[config.mk]
export PLATFORM = sky130hd
export DESIGN_NAME = sha512_ctrl
export DESIGN_NICKNAME = d
export VERILOG_FILES = /design/src/design/sha512_pkg.sv /design/src/design/sha512_ctrl.sv
export SDC_FILE = /design/constraint.sdc
export NUM_CORES = 1
export LEC_CHECK = 0
export BUFFER_PORTS_ARGS = -buffer_cell sky130_fd_sc_hd__clkbuf_2
export CELL_PAD_IN_SITES_DETAIL_PLACEMENT = 1
export CELL_PAD_IN_SITES_GLOBAL_PLACEMENT = 1
export CORE_UTILIZATION = 35
export DETAILED_ROUTE_END_ITERATION = 7
export GPL_ROUTABILITY_DRIVEN = 0
export GPL_TIMING_DRIVEN = 0
export PLACE_DENSITY_LB_ADDON = 0.25
export SETUP_SLACK_MARGIN = 0.2
export SLEW_MARGIN = 20
export SYNTH_ARGS = -nofsm -noshare
export SYNTH_HDL_FRONTEND = slang
export SYNTH_SLANG_ARGS = --single-unit
export TNS_END_PERCENT = 5
[constraint.sdc]
create_clock -name i_clk -period 3.5 [get_ports i_clk]
set_input_delay 0.35 -clock i_clk [delete_from_list [all_inputs] [get_ports i_clk]]
set_output_delay 0.35 -clock i_clk [all_outputs]
set_load 0.005 [all_outputs]
[src/design/sha512_pkg.sv]
`timescale 1ns / 1ps
// ----------------------------------------------------------------------------
// sha512_pkg
// Shared types, constants and the rotate helper for the SHA-512 digest core.
// ----------------------------------------------------------------------------
package sha512_pkg;

    typedef struct packed {
        logic [63:0] msg_word;
        logic [3:0]  word_bytes;
        logic        last_word;
    } t_in_item;

    typedef struct packed {
        logic [63:0] digest_word;
        logic [2:0]  word_index;
        logic        digest_end;
    } t_out_item;

    typedef enum logic [2:0] {
        ST_IDLE,
        ST_PUSH,
        ST_INIT,
        ST_ROUND,
        ST_FOLD,
        ST_EMIT
    } t_state;

    // Padding phase of the final item
    typedef enum logic [2:0] {
        PH_DATA,   // captured message word
        PH_PAD,    // separate pad word after a full final word
        PH_ZFILL,  // zero fill up to the length slot
        PH_ZERO,   // high half of the bit length
        PH_LEN,    // low half of the bit length
        PH_DONE
    } t_phase;

    // Source selector for a word pushed into the block buffer
    typedef enum logic [1:0] {
        SRC_MSG,
        SRC_PAD,
        SRC_ZERO,
        SRC_LEN
    } t_src;

    // Controller to datapath
    typedef struct packed {
        logic       capture;  // latch input item, update byte count
        logic       push;     // write one word into the block buffer
        t_src       src;
        logic       init;     // working vars <= chain hash
        logic       round;    // one compression round
        logic       fold;     // chain hash += working vars
        logic       restart;  // return to initial values
    } t_cmd;

    // Datapath to controller
    typedef struct packed {
        logic [4:0] fill;
        logic [6:0] rnd;
        logic       full_last; // captured word had 8 bytes (also set for a non-final word)
    } t_status;

    localparam logic [63:0] PAD_WORD = 64'h8000_0000_0000_0000;
    localparam int unsigned LEN_WORD = 14;
    localparam int unsigned ROUNDS   = 80;

    localparam logic [63:0] H0 [8] = '{
        64'h6a09e667f3bcc908, 64'hbb67ae8584caa73b, 64'h3c6ef372fe94f82b,
        64'ha54ff53a5f1d36f1, 64'h510e527fade682d1, 64'h9b05688c2b3e6c1f,
        64'h1f83d9abfb41bd6b, 64'h5be0cd19137e2179
    };

    localparam logic [63:0] ROUND_K [80] = '{
        64'h428a2f98d728ae22, 64'h7137449123ef65cd, 64'hb5c0fbcfec4d3b2f, 64'he9b5dba58189dbbc,
        64'h3956c25bf348b538, 64'h59f111f1b605d019, 64'h923f82a4af194f9b, 64'hab1c5ed5da6d8118,
        64'hd807aa98a3030242, 64'h12835b0145706fbe, 64'h243185be4ee4b28c, 64'h550c7dc3d5ffb4e2,
        64'h72be5d74f27b896f, 64'h80deb1fe3b1696b1, 64'h9bdc06a725c71235, 64'hc19bf174cf692694,
        64'he49b69c19ef14ad2, 64'hefbe4786384f25e3, 64'h0fc19dc68b8cd5b5, 64'h240ca1cc77ac9c65,
        64'h2de92c6f592b0275, 64'h4a7484aa6ea6e483, 64'h5cb0a9dcbd41fbd4, 64'h76f988da831153b5,
        64'h983e5152ee66dfab, 64'ha831c66d2db43210, 64'hb00327c898fb213f, 64'hbf597fc7beef0ee4,
        64'hc6e00bf33da88fc2, 64'hd5a79147930aa725, 64'h06ca6351e003826f, 64'h142929670a0e6e70,
        64'h27b70a8546d22ffc, 64'h2e1b21385c26c926, 64'h4d2c6dfc5ac42aed, 64'h53380d139d95b3df,
        64'h650a73548baf63de, 64'h766a0abb3c77b2a8, 64'h81c2c92e47edaee6, 64'h92722c851482353b,
        64'ha2bfe8a14cf10364, 64'ha81a664bbc423001, 64'hc24b8b70d0f89791, 64'hc76c51a30654be30,
        64'hd192e819d6ef5218, 64'hd69906245565a910, 64'hf40e35855771202a, 64'h106aa07032bbd1b8,
        64'h19a4c116b8d2d0c8, 64'h1e376c085141ab53, 64'h2748774cdf8eeb99, 64'h34b0bcb5e19b48a8,
        64'h391c0cb3c5c95a63, 64'h4ed8aa4ae3418acb, 64'h5b9cca4f7763e373, 64'h682e6ff3d6b2b8a3,
        64'h748f82ee5defb2fc, 64'h78a5636f43172f60, 64'h84c87814a1f0ab72, 64'h8cc702081a6439ec,
        64'h90befffa23631e28, 64'ha4506cebde82bde9, 64'hbef9a3f7b2c67915, 64'hc67178f2e372532b,
        64'hca273eceea26619c, 64'hd186b8c721c0c207, 64'heada7dd6cde0eb1e, 64'hf57d4f7fee6ed178,
        64'h06f067aa72176fba, 64'h0a637dc5a2c898a6, 64'h113f9804bef90dae, 64'h1b710b35131c471b,
        64'h28db77f523047d84, 64'h32caab7b40c72493, 64'h3c9ebe0a15c9bebc, 64'h431d67c49c100d4c,
        64'h4cc5d4becb3e42b6, 64'h597f299cfc657e2a, 64'h5fcb6fab3ad6faec, 64'h6c44198c4a475817
    };

    function automatic logic [63:0] ror(input logic [63:0] v, input int unsigned r);
        ror = (v >> r) | (v << (64 - r));
    endfunction

endpackage

[src/design/sha512_ctrl.sv]
`timescale 1ns / 1ps
// ----------------------------------------------------------------------------
// sha512_ctrl
// Sequencer: word pushes, padding, 80-round compression and digest output.
// ----------------------------------------------------------------------------
module sha512_ctrl (
    input  logic                i_clk,
    input  logic                i_rst_n,
    input  logic                i_in_valid,
    input  logic                i_in_last,
    output logic                o_in_ready,
    input  logic                i_out_ready,
    output logic                o_out_valid,
    output logic [2:0]          o_emit_idx,
    output sha512_pkg::t_cmd    o_cmd,
    input  sha512_pkg::t_status i_sts
);

    sha512_pkg::t_state r_state, n_state;
    logic               r_last, n_last;
    // padding phase: data, pad word, zero fill, zero, length, done
    sha512_pkg::t_phase r_phase, n_phase;
    logic [2:0]         r_idx, n_idx;
    logic               block_full;

    assign block_full = (i_sts.fill == 5'd16);

    always_ff @(posedge i_clk) begin
        if (!i_rst_n) begin
            r_state <= sha512_pkg::ST_IDLE;
            r_last  <= 1'b0;
            r_phase <= sha512_pkg::PH_DATA;
            r_idx   <= 3'd0;
        end else begin
            r_state <= n_state;
            r_last  <= n_last;
            r_phase <= n_phase;
            r_idx   <= n_idx;
        end
    end

    // next state
    always_comb begin
        n_state = r_state;
        n_last  = r_last;
        n_phase = r_phase;
        n_idx   = r_idx;
        case (r_state)
            sha512_pkg::ST_IDLE: begin
                if (i_in_valid) begin
                    n_state = sha512_pkg::ST_PUSH;
                    n_last  = i_in_last;
                    n_phase = sha512_pkg::PH_DATA;
                end
            end
            sha512_pkg::ST_PUSH: begin
                // one push this cycle; decide what follows
                if (!r_last) begin
                    n_phase = sha512_pkg::PH_DONE;
                end else begin
                    case (r_phase)
                        sha512_pkg::PH_DATA:
                            n_phase = i_sts.full_last ? sha512_pkg::PH_PAD
                                                      : sha512_pkg::PH_ZFILL;
                        sha512_pkg::PH_PAD:  n_phase = sha512_pkg::PH_ZFILL;
                        sha512_pkg::PH_ZFILL:
                            n_phase = (i_sts.fill == 5'd13) ? sha512_pkg::PH_ZERO
                                                            : sha512_pkg::PH_ZFILL;
                        sha512_pkg::PH_ZERO: n_phase = sha512_pkg::PH_LEN;
                        default:             n_phase = sha512_pkg::PH_DONE;
                    endcase
                    // zero fill: after this push, is fill 14?
                    if (r_phase == sha512_pkg::PH_DATA && !i_sts.full_last
                        && i_sts.fill == 5'd13)
                        n_phase = sha512_pkg::PH_ZERO;
                    if (r_phase == sha512_pkg::PH_PAD && i_sts.fill == 5'd13)
                        n_phase = sha512_pkg::PH_ZERO;
                end
                if (i_sts.fill == 5'd15)
                    n_state = sha512_pkg::ST_INIT;
                else if (n_phase == sha512_pkg::PH_DONE)
                    n_state = r_last ? sha512_pkg::ST_EMIT : sha512_pkg::ST_IDLE;
                n_idx = 3'd0;
            end
            sha512_pkg::ST_INIT:  n_state = sha512_pkg::ST_ROUND;
            sha512_pkg::ST_ROUND: begin
                if (i_sts.rnd == 7'(sha512_pkg::ROUNDS - 1))
                    n_state = sha512_pkg::ST_FOLD;
            end
            sha512_pkg::ST_FOLD: begin
                if (r_phase != sha512_pkg::PH_DONE)
                    n_state = sha512_pkg::ST_PUSH;
                else
                    n_state = r_last ? sha512_pkg::ST_EMIT : sha512_pkg::ST_IDLE;
            end
            sha512_pkg::ST_EMIT: begin
                if (i_out_ready) begin
                    n_idx = r_idx + 3'd1;
                    if (r_idx == 3'd7)
                        n_state = sha512_pkg::ST_IDLE;
                end
            end
            default: n_state = sha512_pkg::ST_IDLE;
        endcase
    end

    // outputs
    always_comb begin
        o_cmd       = '0;
        o_cmd.src   = sha512_pkg::SRC_MSG;
        o_in_ready  = 1'b0;
        o_out_valid = 1'b0;
        o_emit_idx  = r_idx;
        case (r_state)
            sha512_pkg::ST_IDLE: begin
                o_in_ready  = 1'b1;
                o_cmd.capture = i_in_valid;
            end
            sha512_pkg::ST_PUSH: begin
                o_cmd.push = !block_full;
                case (r_phase)
                    sha512_pkg::PH_DATA: o_cmd.src = sha512_pkg::SRC_MSG;
                    sha512_pkg::PH_PAD:  o_cmd.src = sha512_pkg::SRC_PAD;
                    sha512_pkg::PH_LEN:  o_cmd.src = sha512_pkg::SRC_LEN;
                    default:             o_cmd.src = sha512_pkg::SRC_ZERO;
                endcase
            end
            sha512_pkg::ST_INIT:  o_cmd.init  = 1'b1;
            sha512_pkg::ST_ROUND: o_cmd.round = 1'b1;
            sha512_pkg::ST_FOLD:  o_cmd.fold  = 1'b1;
            sha512_pkg::ST_EMIT: begin
                o_out_valid = 1'b1;
                o_cmd.restart = i_out_ready && (r_idx == 3'd7);
            end
            default: ;
        endcase
    end

endmodule

-- After elaboration in Yosys (flattened, before gate mapping)
Cells that the tools add are included.
- register bits: 10
- output and inout bits: 13
- input bits: 18
- logic and storage cells: 69
- eq/ne operators: 21
- add/sub/neg operators: 1
- multiplexer cells: 29
- reductions and logical operators: 14
- operators with widths (operator ; count):
    two-way mux 3 bit ; 15
    case mux 3 bit (6 select lines) ; 1
    equality test 3 bit (second input constant) ; 5
    equality test 3 x 2 -> 1 bit (second input constant) ; 4
    case mux 3 bit (2 select lines) ; 2
    case mux 3 bit (4 select lines) ; 1
    equality test 5 x 4 -> 1 bit (second input constant) ; 2
    two-way mux 1 bit ; 8
    != test 2 bit (second input constant) ; 4
    equality test 7 bit (second input constant) ; 1
    equality test 3 x 1 -> 1 bit (second input constant) ; 2
    logical NOT 3 bit ; 2
    != test 3 bit (second input constant) ; 2
    case mux 2 bit (3 select lines) ; 1
    AND reduction 2 bit ; 3
    equality test 5 bit (second input constant) ; 1
    AND reduction 5 bit ; 1
    logical AND 1 bit ; 4
    nonzero test 2 bit ; 2
    adder 3 x 1 -> 3 bit (second input constant) ; 1
    logical NOT 1 bit ; 2
    two-way mux 2 bit ; 1

-- Logic depth before layout (Yosys ltp)
- depth in word-level cells: 11
- gate-level depth with buffers: 6

-- Least setup slack after synthesis
Ideal clock, no wire load.
- kind: register to register
- start: register r_idx[0] (netlist: o_emit_idx[0])
- end: register r_state[0]
- period minus slack after synthesis: 1.507 ns
- data required time: 3.378 ns
- arrival time: 1.385 ns
- stages on the path, launching flop included: 7
- path buffers: 0
- path slack: 1.993 ns
- cells stage by stage: dfxtp_1 ha_1 ha_1 nand2_1 a31o_1 a21o_1 o311a_1
- longest elaborated chain between the ends: 3
- RTL lines (item ; line ; RTL):
    from (decl) ; sha512_ctrl.sv:23 ; logic [2:0] r_idx, n_idx;
    from (signal assigned) ; sha512_ctrl.sv:38 ; r_idx <= n_idx;
    equality test 3 bit ; sha512_ctrl.sv:99 ; if (r_idx == 3'd7)
    != test 2 bit (no line) ; n/a ;
    AND reduction 5 bit (no line) ; n/a ;
    to (signal assigned) ; sha512_ctrl.sv:30 ; r_state <= sha512_pkg::ST_IDLE;
    to (signal assigned) ; sha512_ctrl.sv:35 ; r_state <= n_state;
    to (decl) ; sha512_ctrl.sv:19 ; sha512_pkg::t_state r_state, n_state;
No other way between the ends.
A chain may end at the register's enable or synchronous reset.

==> summary.txt <==
Status
  – Status: complete, no violations

Job
  – MaxCap Viol Count: 0

Floorplanning
  – DIE WIDTH: 47.42 microns
  – Core Area: 0.001942 sq mm
  – Die height: 47.42 microns
  – Starting Density: 37.18%
  – Row cnt: 16
  – Die area: 0.002248 sq mm
  – IO Count: 31

Clocking
  – Clock Tree Buf Depth: 2
  – CTS root buffer: clkbuf_4
  – CTS HTree Levels: 1
  – Clock Sinks: 10
  – Hold bufs inserted after CTS: 0
  – CTS tree: yes
  – CTS resizes: 0
  – Setup repair bufs after CTS: 0
  – Clk slew on worst S/H paths: 0.07 ns
  – Inserted Clock Buffers: 3
  – Later-pin clock latency in the skew report: 0.26 ns

Routing
  – WL final: 2043 microns
  – DRT Pass-1 Iters: 4
  – Routed Antenna Nets: 0
  – Routed vias: 785
  – Vias per cell: 5.340
  – Mean routed wirelength per cell: 13.90 microns
  – DRC errors left: 0
  – DRT iter0 DRCs: 10

Yosys
  – Avg Cell Area, Syn: 8.395 sq um
  – Post-Syn Instances: 86
  – #FFs+latches synth: 10
  – Async SR Flop Fraction: 0%
  – Sequential fraction of the synthesis area: 27.73%
  – Top cells by area, synth: dfxtp_1 28%, a21oi_1 5.5%, nand2_1 5.2%
  – Cell variety after synth: 39
  – Number of synthesized flops with an enable pin: 0
  – Synth area leader: dfxtp_1
  – Main synth FF type: dfxtp_1
  – Post-synth top area share: 27.73%
  – Mapped cell area: 721.9 sq um
  – Syn_nets: 106
  – Synthesis warning total: 0

STA
  – Fin crit period: 1.761 ns
  – Setup WS post-layout: 1.739 ns
  – Final Cycle Share: 50.30%
  – Setup Skew: 0.001874 ns
  – RSZ-0062 raised after global routing: no
  – Final Hold Viols: 0
  – Total negative setup slack: 0 ns
  – Highest clock rate: 568.0 MHz
  – Max-slew headroom: 80.10%
  – Slew Limit Fails: 0
  – Final Setup Violations: 0
  – Hold Slack: 0.3196 ns
  – Worst-margin pin slew: 0.2968 ns

Placed design
  – DP Worst Slack: 1.910 ns
  – Placed inst area: 905.9 sq um
  – HPWL after DPL: 1564 microns
  – Count of buffers from port buffering: 30

Worst hold path
  – HP Class: input port to flop

Global routing
  – Remaining Overflow, GRT: 0
  – GRT Overall Usage: 20.06%
  – Initial antenna violation count: 0
  – Vias in the first global route: 757
  – First-pass GRT wire length: 3194 microns
  – Largest net degree at the start of global routing: 11

Layout
  – Final Core Density: 48.52%
  – Final nets: 141
  – Area delta synth->final: 30.50%
  – Share of layout cells above drive strength 1: 36.67%
  – FILL cells: 251
  – Fin area: 942.2 sq um
  – Number of diodes: 0

Setup path
  – Critical path endpoint category: output pin
  – Maximum fanout along the worst path: 10
  – CP Class: flop to output pin
  – CP startpoint kind: flop
  – Critical path arrival: 1.41 ns
  – Critical path data required time: 3.15 ns

Pwr
  – P_leak: 0.4365 nW
  – Worst vdd ir: 0.0001975 V
  – Cell area power density: 351.6 mW/mm^2
## final cells by class
type	instances	area [sq um]	area share (%)
inverters	4	15.01	1.594
multi-input cells	69	473.0	50.20
plain buffers	3	33.78	3.586
clock buffers	4	36.28	3.851
repair buffers	30	150.1	15.94
well taps	27	33.78	3.586
flip-flops and latches	10	200.2	21.25
## metal layers
layer	vias to the layer above	track usage (%)	share of wire (%)
met2	20	35.89	51
met1	374	24.08	44
li1	389	-	-
met5	-	0	0
met4	0	6.857	0.59
met3	2	3.396	5.0
## state kept, by name (all words and copies together), names as in the netlist
register    count
r_last          1
r_state         3
o_emit_idx      3
r_phase         3
## through the flow
step                      power [mW]  cells
after floorplan               0.1938     86
after global placement        0.2253    143
after detailed placement      0.2284    143
after CTS                     0.3365    147
after global routing          0.3532    147
final                         0.3312    147
## kinds of logic (layout without fill, tap and decap cells)
family                   after synthesis  count (layout)  share of synthesized area [%]
buffers and inverters                  7              41                          6.758
XOR/XNOR                               1               1                          1.213
AO/OA/AOI/OAI                         24              24                          23.57
flip-flops                            10              10                          27.73
adder cells (fa/ha/maj)                2               2                          3.466
AND/OR/NAND/NOR                       42              42                          37.27
## path summary, 6_finish.rpt
check	from	endpoint	slack (ns)	cells past startpoint
min	i_in_last	r_last	0.32	3
min reg2reg	o_emit_idx[2]	o_emit_idx[2]	0.50	2
max reg2reg	o_emit_idx[0]	r_state[0]	1.86	6
max	r_state[2]	o_cmd[4]	1.74	5
## synthesized netlist by cell type (all sizes together) (3+ instances only)
cell     n
nand3    6
dfxtp   10
nor3     4
a21o     3
and3b    3
buf      3
nand2   10
nor2     5
a21oi    9
nand2b   3
inv      4
## worst max-delay path, stage by stage, from the launching register on
cell and delay (ns):
dfxtp_1 0.33, buf_6 0.15, nor2_1 0.10, nand2_1 0.20
nor3_1 0.22, clkbuf_2 0.14
## placed cells by master, fill, tap and decap left out, types with 2 or more instances in the layout
| master | Yosys | layout |
|---|---|---|
| nand3_1 | 6 | 6 |
| inv_1 | 4 | 4 |
| clkbuf_2 | 0 | 30 |
| a21o_1 | 2 | 2 |
| nor2_1 | 5 | 5 |
| a211oi_1 | 2 | 2 |
| clkbuf_4 | 0 | 3 |
| dfxtp_1 | 10 | 10 |
| nand2b_1 | 3 | 3 |
| a21oi_1 | 8 | 8 |
| nand4bb_1 | 2 | 2 |
| buf_6 | 3 | 3 |
| nor3_1 | 2 | 2 |
| nand2_1 | 10 | 10 |
| o311a_1 | 2 | 2 |
| ha_1 | 2 | 2 |
## power breakdown
part | total (mW) | leakage [nW] | switching [mW] | internal (mW)
sequential | 0.131 | 0.0816 | 0.00955 | 0.121
combinational | 0.0958 | 0.334 | 0.0489 | 0.0469
clock | 0.105 | 0.0210 | 0.0416 | 0.0631
total | 0.331 | 0.437 | 0.100 | 0.231
Note: power is estimated with default switching activity, not from simulation.
